### src/rtl/core/dis_pkg.sv
// ----------------------------------------------------------------------------
// dis_pkg
// Shared types and codes for the disjoint interval set block.
// ----------------------------------------------------------------------------
package dis_pkg;

  // table size and coordinate width
  localparam int CAPACITY   = 16;
  localparam int COORD_BITS = 32;

  localparam logic [1:0] OP_ADD       = 2'd0;
  localparam logic [1:0] OP_REMOVE    = 2'd1;
  localparam logic [1:0] OP_CONTAINS  = 2'd2;
  localparam logic [1:0] OP_INTERSECT = 2'd3;

  // commands from controller to datapath
  typedef struct packed {
    logic load;     // capture the incoming beat
    logic scan;     // process one table entry
    logic finish;   // tail of the walk: place pending add range
    logic commit;   // copy work table to main table (one entry per cycle)
    logic done;     // latch result fields
  } dis_cmd_t;

  // status from datapath to controller
  typedef struct packed {
    logic scan_last;
    logic copy_last;
    logic changes;  // op modifies the table and the range is not empty
    logic fits;     // work table fits capacity
  } dis_sts_t;

endpackage

### src/rtl/core/dis_ctrl.sv
// ----------------------------------------------------------------------------
// dis_ctrl
// Sequencer for the entry walk, commit copy and result hand-off.
// ----------------------------------------------------------------------------
module dis_ctrl (
  input  logic              clk,
  input  logic              rst_n,
  input  logic              in_fire,
  input  logic              out_fire,
  input  dis_pkg::dis_sts_t sts,
  output dis_pkg::dis_cmd_t cmd,
  output logic              idle,
  output logic              out_busy
);

  typedef enum logic [5:0] {
    S_IDLE   = 6'b000001,
    S_SCAN   = 6'b000010,
    S_FINISH = 6'b000100,
    S_COPY   = 6'b001000,
    S_DONE   = 6'b010000,
    S_OUT    = 6'b100000
  } state_t;

  state_t state_r, state_nxt;

  // next state and commands
  always_comb begin
    state_nxt = state_r;
    cmd       = '0;
    case (state_r)
      S_IDLE: begin
        if (in_fire) begin
          cmd.load  = 1'b1;
          state_nxt = S_SCAN;
        end
      end
      S_SCAN: begin
        cmd.scan = 1'b1;
        if (sts.scan_last) state_nxt = S_FINISH;
      end
      S_FINISH: begin
        cmd.finish = 1'b1;
        state_nxt  = (sts.changes && sts.fits) ? S_COPY : S_DONE;
      end
      S_COPY: begin
        cmd.commit = 1'b1;
        if (sts.copy_last) state_nxt = S_DONE;
      end
      S_DONE: begin
        cmd.done  = 1'b1;
        state_nxt = S_OUT;
      end
      S_OUT: begin
        if (out_fire) state_nxt = S_IDLE;
      end
      default: state_nxt = S_IDLE;
    endcase
  end

  assign idle     = (state_r == S_IDLE);
  assign out_busy = (state_r == S_OUT);

  always_ff @(posedge clk) begin
    if (!rst_n) state_r <= S_IDLE;
    else        state_r <= state_nxt;
  end

endmodule

### src/rtl/core/dis_dp.sv
// ----------------------------------------------------------------------------
// dis_dp
// Interval table, work table and per-entry scan arithmetic.
// ----------------------------------------------------------------------------
module dis_dp (
  input  logic              clk,
  input  logic              rst_n,
  input  dis_pkg::dis_cmd_t cmd,
  output dis_pkg::dis_sts_t sts,
  input  logic [1:0]        in_operation,
  input  logic [31:0]       in_left,
  input  logic [32:0]       in_right,
  output logic              res_hit,
  output logic [32:0]       res_total,
  output logic [32:0]       res_max,
  output logic [4:0]        res_count,
  output logic              res_ovf
);

  localparam int CAPACITY   = dis_pkg::CAPACITY;
  localparam int COORD_BITS = dis_pkg::COORD_BITS;
  localparam int CW = COORD_BITS + 1;
  localparam int IW = (CAPACITY > 1) ? $clog2(CAPACITY) : 1;
  localparam int NW = $clog2(CAPACITY + 3);
  localparam logic [CW-1:0] LIMIT = CW'(1) << COORD_BITS;

  // main table and work table
  logic [CW-1:0] st_mem [CAPACITY];
  logic [CW-1:0] en_mem [CAPACITY];
  logic [CW-1:0] ws_mem [CAPACITY];
  logic [CW-1:0] we_mem [CAPACITY];

  logic [NW-1:0] count_r;
  logic [CW-1:0] sum_r;

  logic [1:0]    op_r;
  logic [CW-1:0] l_r, r_r, ml_r, mr_r;
  logic [NW-1:0] idx_r, n_r;
  logic          placed_r, hit_r, ovf_r;
  logic [CW-1:0] max_r, wsum_r, wmax_r;

  logic [CW-1:0] l_in, r_in;
  always_comb begin
    l_in = {1'b0, in_left};
    r_in = (in_right > LIMIT) ? LIMIT : in_right;
  end

  // current entry
  logic          in_table;
  logic [CW-1:0] a, b, len;
  logic          empty_rng, chg;
  assign in_table  = ({1'b0, idx_r} < {1'b0, count_r}) && (idx_r < NW'(CAPACITY));
  assign a         = st_mem[idx_r[IW-1:0]];
  assign b         = en_mem[idx_r[IW-1:0]];
  assign len       = b - a;
  assign empty_rng = !(l_r < r_r);
  assign chg       = !empty_rng && (op_r == dis_pkg::OP_ADD || op_r == dis_pkg::OP_REMOVE);

  // push up to two entries into the work table in one cycle
  logic          p0, p1;
  logic [CW-1:0] p0s, p0e, p1s, p1e;
  logic [CW-1:0] ml_nxt, mr_nxt;
  logic          placed_nxt;
  always_comb begin
    p0 = 1'b0; p1 = 1'b0;
    p0s = a; p0e = b; p1s = a; p1e = b;
    ml_nxt = ml_r; mr_nxt = mr_r; placed_nxt = placed_r;
    if (cmd.scan && in_table && chg) begin
      if (op_r == dis_pkg::OP_ADD) begin
        if (b < l_r) begin
          p0 = 1'b1;
        end else if (a > r_r) begin
          if (!placed_r) begin
            p0 = 1'b1; p0s = ml_r; p0e = mr_r; p1 = 1'b1; placed_nxt = 1'b1;
          end else begin
            p0 = 1'b1;
          end
        end else begin
          if (a < ml_r) ml_nxt = a;
          if (b > mr_r) mr_nxt = b;
        end
      end else begin
        if (b <= l_r || a >= r_r) begin
          p0 = 1'b1;
        end else begin
          if (a < l_r) begin
            p0 = 1'b1; p0e = l_r;
            if (b > r_r) begin p1 = 1'b1; p1s = r_r; end
          end else if (b > r_r) begin
            p0 = 1'b1; p0s = r_r;
          end
        end
      end
    end else if (cmd.finish && chg && op_r == dis_pkg::OP_ADD && !placed_r) begin
      p0 = 1'b1; p0s = ml_r; p0e = mr_r;
    end
  end

  // longest entry pushed so far, including this cycle's pushes
  logic [CW-1:0] p0len, p1len, wmax_nxt;
  always_comb begin
    p0len    = p0e - p0s;
    p1len    = p1e - p1s;
    wmax_nxt = wmax_r;
    if (p0 && p0len > wmax_nxt) wmax_nxt = p0len;
    if (p1 && p1len > wmax_nxt) wmax_nxt = p1len;
  end

  assign sts.scan_last = (idx_r >= NW'(CAPACITY - 1)) || !in_table ||
                         ({1'b0, idx_r} + 1'b1 >= {1'b0, count_r});
  assign sts.copy_last = ({1'b0, idx_r} + 1'b1 >= {1'b0, n_r}) || (n_r == '0);
  assign sts.changes   = chg;
  assign sts.fits      = ((n_r + NW'(p0)) <= NW'(CAPACITY));

  logic [NW-1:0] n1;
  assign n1 = n_r + 1'b1;

  always_ff @(posedge clk) begin
    if (p0 && n_r < NW'(CAPACITY)) begin
      ws_mem[n_r[IW-1:0]] <= p0s; we_mem[n_r[IW-1:0]] <= p0e;
    end
    if (p1 && n1 < NW'(CAPACITY)) begin
      ws_mem[n1[IW-1:0]] <= p1s; we_mem[n1[IW-1:0]] <= p1e;
    end
    if (cmd.commit && idx_r < NW'(CAPACITY)) begin
      st_mem[idx_r[IW-1:0]] <= ws_mem[idx_r[IW-1:0]];
      en_mem[idx_r[IW-1:0]] <= we_mem[idx_r[IW-1:0]];
    end
  end

  // walk state and result latches
  always_ff @(posedge clk) begin
    if (!rst_n) begin
      count_r <= '0;
      sum_r   <= '0;
      idx_r   <= '0;
      n_r     <= '0;
    end else begin
      if (cmd.load) begin
        op_r <= in_operation; l_r <= l_in; r_r <= r_in;
        ml_r <= l_in; mr_r <= r_in; placed_r <= 1'b0;
        idx_r <= '0; n_r <= '0; hit_r <= 1'b0; max_r <= '0; wsum_r <= '0;
        wmax_r <= '0;
      end
      if (cmd.scan) begin
        idx_r <= idx_r + 1'b1;
        ml_r <= ml_nxt; mr_r <= mr_nxt; placed_r <= placed_nxt;
        n_r <= n_r + NW'(p0) + NW'(p1);
        if (p0) wsum_r <= wsum_r + (p0e - p0s) + (p1 ? (p1e - p1s) : '0);
        wmax_r <= wmax_nxt;
        if (in_table) begin
          if (len > max_r) max_r <= len;
          if (op_r == dis_pkg::OP_CONTAINS && a <= l_r && l_r < b) hit_r <= 1'b1;
          if (op_r == dis_pkg::OP_INTERSECT && !empty_rng && a < r_r && b > l_r)
            hit_r <= 1'b1;
        end
      end
      if (cmd.finish) begin
        idx_r <= '0;
        n_r <= n_r + NW'(p0);
        if (p0) wsum_r <= wsum_r + (p0e - p0s);
        wmax_r <= wmax_nxt;
      end
      if (cmd.commit) begin
        idx_r <= idx_r + 1'b1;
        if (sts.copy_last) begin
          count_r <= n_r; sum_r <= wsum_r; max_r <= wmax_r;
        end
      end
      if (cmd.done) ovf_r <= chg && !sts.fits;
    end
  end

  assign res_hit   = hit_r;
  assign res_total = 33'(sum_r);
  assign res_max   = 33'(max_r);
  assign res_count = 5'(count_r);
  assign res_ovf   = ovf_r;

endmodule

### src/rtl/core/disjoint_interval_set_top.sv
// One beat in flight: walk the table (S_SCAN), place a pending add range (S_FINISH),
// copy the work table when an add or remove commits (S_COPY), latch the result
// (S_DONE) and hold the result beat (S_OUT); the next beat is taken after the result beat.
// The walk over the table and the commit copy handle one entry per cycle each.
// Reset (rst_n low, synchronous) empties the table; no clearing pass.
// ----------------------------------------------------------------------------
// disjoint_interval_set_top
// Sorted disjoint interval table with add, remove, contains and intersects.
// ----------------------------------------------------------------------------
module disjoint_interval_set_top (
  input  logic         clk,
  input  logic         rst_n,
  input  logic         in_tvalid,
  output logic         in_tready,
  input  logic [71:0]  in_tdata,   // operation[1:0], left[33:2], right[66:34]
  output logic         out_tvalid,
  input  logic         out_tready,
  output logic [79:0]  out_tdata   // hit[0], total_covered[33:1], max_length[66:34],
                                   // interval_count[71:67], overflow[72]
);

  dis_pkg::dis_cmd_t cmd;
  dis_pkg::dis_sts_t sts;
  logic idle, out_busy;
  logic hit, ovf;
  logic [32:0] tot, mx;
  logic [4:0] cnt;

  assign in_tready  = idle;
  assign out_tvalid = out_busy;

  // controller
  dis_ctrl u_ctrl (
    .clk, .rst_n,
    .in_fire  (in_tvalid && in_tready),
    .out_fire (out_tvalid && out_tready),
    .sts, .cmd, .idle, .out_busy
  );

  // datapath
  dis_dp u_dp (
    .clk, .rst_n, .cmd, .sts,
    .in_operation (in_tdata[1:0]),
    .in_left      (in_tdata[33:2]),
    .in_right     (in_tdata[66:34]),
    .res_hit (hit), .res_total (tot), .res_max (mx), .res_count (cnt), .res_ovf (ovf)
  );

  assign out_tdata = {7'd0, ovf, cnt, mx, tot, hit};

endmodule
### config.mk
export PLATFORM = sky130hd
export DESIGN_NAME = disjoint_interval_set_top
export DESIGN_NICKNAME = d
export VERILOG_FILES = /design/src/rtl/core/dis_pkg.sv /design/src/rtl/core/dis_ctrl.sv /design/src/rtl/core/dis_dp.sv /design/src/rtl/core/disjoint_interval_set_top.sv
export SDC_FILE = /design/constraint.sdc
export NUM_CORES = 2
export LEC_CHECK = 0
export BUFFER_PORTS_ARGS = -buffer_cell sky130_fd_sc_hd__buf_2
export CAP_MARGIN = 10
export CORE_ASPECT_RATIO = 0.6
export CORE_UTILIZATION = 50
export CTS_BUF_LIST = sky130_fd_sc_hd__clkbuf_8
export DETAILED_ROUTE_END_ITERATION = 10
export GPL_ROUTABILITY_DRIVEN = 1
export PLACE_DENSITY_LB_ADDON = 0.12
export RECOVER_POWER = 25
export REMOVE_ABC_BUFFERS = 1
export SLEW_MARGIN = 0
export SYNTH_ARGS = -nofsm -noshare
export SYNTH_HDL_FRONTEND = slang
export SYNTH_HIERARCHICAL = 1
export SYNTH_SLANG_ARGS = --single-unit
export TNS_END_PERCENT = 1
### constraint.sdc
create_clock -name clk -period 14.3 [get_ports clk]
set_input_delay 2.86 -clock clk [delete_from_list [all_inputs] [get_ports clk]]
set_output_delay 2.86 -clock clk [all_outputs]
set_load 0.05 [all_outputs]
==> impl_results.md <==
* Status: finished with violations
* Violations in the final reports: DRC, capacitance limit, slew limit
* Die Height at 385 um
* Avg Cell Area, Syn at 13.0 um^2
* GR Util All Layers at 33.3%
* Vias at 85300
* Via density at 6.27
* Number of fill cells at 19800
* Remaining DRCs at 4
* Synthesized instance count at 9410
* Area growth syn-to-layout at 13.0%
* Initial antenna violation count at 22
* Post-DP HPWL at 282000 um
* Largest net degree at the start of global routing at 81
* Final Hold Violating Endpoints at 0
* Minimum clock period at 13980 ps
* Synthesis-stage register bit count at 2405
* Cell accounting for the most synthesized area: edfxtp_1
* Worst setup SP type: flop
* Pre-CTS setup slack at -239 ps
* Vias in the first global route at 80000
* Max_cap viols at 24
* Leak pwr at 0.0497 uW
* HP Class: flop to flop
* Initial Util at 50.4%
* Worst Reg-to-Reg Cells at 63
* Number of clock sinks at 2405
* Setup Skew at 115 ps
* Slew margin rel. at -383%
* Worst EP required at 14990 ps
* Total CTS buffers at 367
* CP Capture Type: flop
* Port buffer count at 145
* Row cnt at 140
* Die area at 247000 um^2
* Remaining global-route overflow at 0
* Highest-count cells in the layout ignoring fill and taps: 2347 x edfxtp_1, 917 x a21oi_1, 854 x nor2_1
* Worst path arrival time at 14680 ps
* First-pass GRT wire length at 586000 um
* Clock latency on the worst-skew pair at 1050 ps
* Core Footprint at 243000 um^2
* Critical path's largest stage delay at 650 ps
* Multi-input gate area at 47200 um^2
* Final wirelength at 415000 um
* Maximum vdd drop at 0.0838 mV
* Pwr Density at 109 nW/um^2
* Seq/Total Area, Yosys at 58.5%
* Most common cell after layout, fill and taps aside: edfxtp_1
* # IOs at 158
* Most common cell on crit path: buf_4
* Tightest Pin Transition at 7240 ps
* Crit path max fanout at 17
* Die width at 641 um
* EDFF count, synth at 2347
* WL/cell at 30.5 um
* Final worst-path cycle share at 97.8%
* RePlAce Congestion at 0.953
* Slowest-stage cell, CP: mux4_2
* Worst Hold Depth at 2
* Finish-stage setup viols at 0
* Layout Nets at 10700
* CTS root buffer: clkbuf_8
* Mapped Area at 122000 um^2
* CTS tree: yes
* Critical path class: flop to flop
* Hold_buf cts at 0
* Clock slew at reported path FFs at 70 ps
* Reg-to-reg setup timing slack at 320 ps
* Antenna-violating nets left at 0
* Slew Limit Fails at 818
* Finished Layout Cells at 13600
* H-tree depth at 5
* Tot Pwr at 15100 uW
* Max Fclk at 0.0715 GHz
* Max Root-Sink Buffers at 4
* Fin worst setup slack at 317 ps
* Distinct cells, synth at 96
* Yosys top cell area share at 57.6%
* Share of cells above drive strength 1 at 21.3%
* Yosys warnings at 6
* DR pass1 iterations at 11
* Synth area leaders: edfxtp_1 58%, mux4_2 12%, ha_1 5.2%, a21oi_1 3.8%, nor2_1 2.7%
* Async S/R FF share, synth at 0%
* Ys flop type: edfxtp_1
* Iter 0 DRT Violations at 11700
* Area taken by flip-flops and latches at 71700 um^2
* Placed insts at 12900
[cells by family (layout without fill, tap and decap cells)]
group                    after synthesis  after routing  synth area share, %
AO/OA/AOI/OAI                       2233           2233                 10.4
AND/OR/NAND/NOR                     2250           2250                 7.99
adder cells (fa/ha/maj)              514            514                 5.29
other                                  1             12              0.00306
XOR/XNOR                             146            146                 1.06
multiplexers                         827            827                 13.3
flip-flops                          2405           2405                 58.5
buffers and inverters               1034           1964                 3.46
[final cells by class]
type	instances	share of cell area, %
tap	3266	2.96
multi-input combinational	5977	34.1
clock inverter	266	0.973
clock buffer	387	3.85
sequential	2405	51.8
inverter	368	1.00
timing repair buffer	943	5.28
antenna	5	0.00905
[stage by stage]
stage | hold WS, ps | setup TNS [ps] | cell area [um^2] | utilization (%)
3_3_place_gp | 448 | -20330 | 131000 | 54.1
5_1_grt | 505 | -263 | 138000 | 56.9
4_1_cts | 464 | 0 | 138000 | 56.9
2_1_floorplan | 505 | - | 120000 | -
6_report | 462 | 0 | 138000 | 56.9
3_5_place_dp | 458 | -4850 | 131000 | 54.1
[critical path: cells and delay by family (launching register included)]
kind / cells / cell delay (ps)
AO/OA/AOI/OAI: 26 / 4560
buffers and inverters: 18 / 2960
AND/OR/NAND/NOR: 9 / 1880
multiplexers: 4 / 1670
adder cells (fa/ha/maj): 5 / 1580
XOR/XNOR: 1 / 520
flip-flops: 1 / 360
[flip-flops by register name, summed over array words and instances (netlist names), 6 cells and up, named ones only]
| signal | count |
|---|---|
| u_dp/l_r | 32 |
| u_dp/wmax_r | 33 |
| u_dp/res_max | 33 |
| u_dp/mr_r | 33 |
| u_dp/st_mem | 528 |
| u_dp/wsum_r | 33 |
| u_dp/res_total | 33 |
| u_ctrl/state_r | 6 |
| u_dp/r_r | 33 |
| u_dp/en_mem | 528 |
| u_dp/ml_r | 33 |
| u_dp/we_mem | 528 |
| u_dp/ws_mem | 528 |
[Yosys cell counts, types with 8 or more instances]
master	instances
nand2b_1	45
inv_1	364
nand3_1	70
a221o_1	14
o21ai_1	118
clkbuf_1	418
o21ai_2	20
a21oi_1	921
buf_2	139
nor2_1	881
nand2_1	848
mux2i_1	128
or3_1	16
o211ai_1	41
o21ai_0	655
nor2b_1	58
xor2_1	51
nor3b_1	31
a31oi_1	15
nand4_1	68
buf_1	69
or2_2	8
nor3_1	54
o21bai_1	22
buf_4	34
a211oi_1	56
a21o_1	122
nor4_1	24
o21a_1	56
mux4_2	627
a2111oi_0	10
a21boi_0	57
a22oi_1	37
and2_1	80
ha_1	509
and3_1	23
edfxtp_1	2347
xnor2_1	93
dfxtp_1	58
mux2_2	72
o22ai_1	8
[worst paths after layout]
kind | start | endpoint
hold / removal | u_dp/res_total[18] | u_dp/res_total[18]
hold reg to reg | u_dp/res_total[18] | u_dp/res_total[18]
setup / recovery | flop | u_dp/wmax_r[8]
setup reg to reg | flop | u_dp/wmax_r[8]
[metal layers]
| layer | part of all wire, % | up-vias | GRT usage [%] | wire [um] |
|---|---|---|---|---|
| li1 | - | 37000 | - | - |
| met1 | 43 | 42600 | 50.9 | 177000 |
| met2 | 42 | 5084 | 47.9 | 176000 |
| met3 | 11 | 734 | 6.32 | 47000 |
| met4 | 3.5 | 2 | 11.0 | 14700 |
| met5 | 0.0026 | - | 0 | 11 |
[what timing repair did]
item | 4_1_cts | 5_1_grt
gates cloned | 0 | 1
hold endpoints to repair | 0 | 0
endpoints found under the setup margin | 33 | 33
gates resized for setup | 10 | 37
setup buffers | 5 | 23
pin swaps | 3 | 6
[where the power goes]
group	total (uW)	switching (uW)	internal (uW)
clock network	5450	2810	2650
logic	1810	1110	703
registers	7860	68.9	7790
Power figures use the tool's default switching activity.
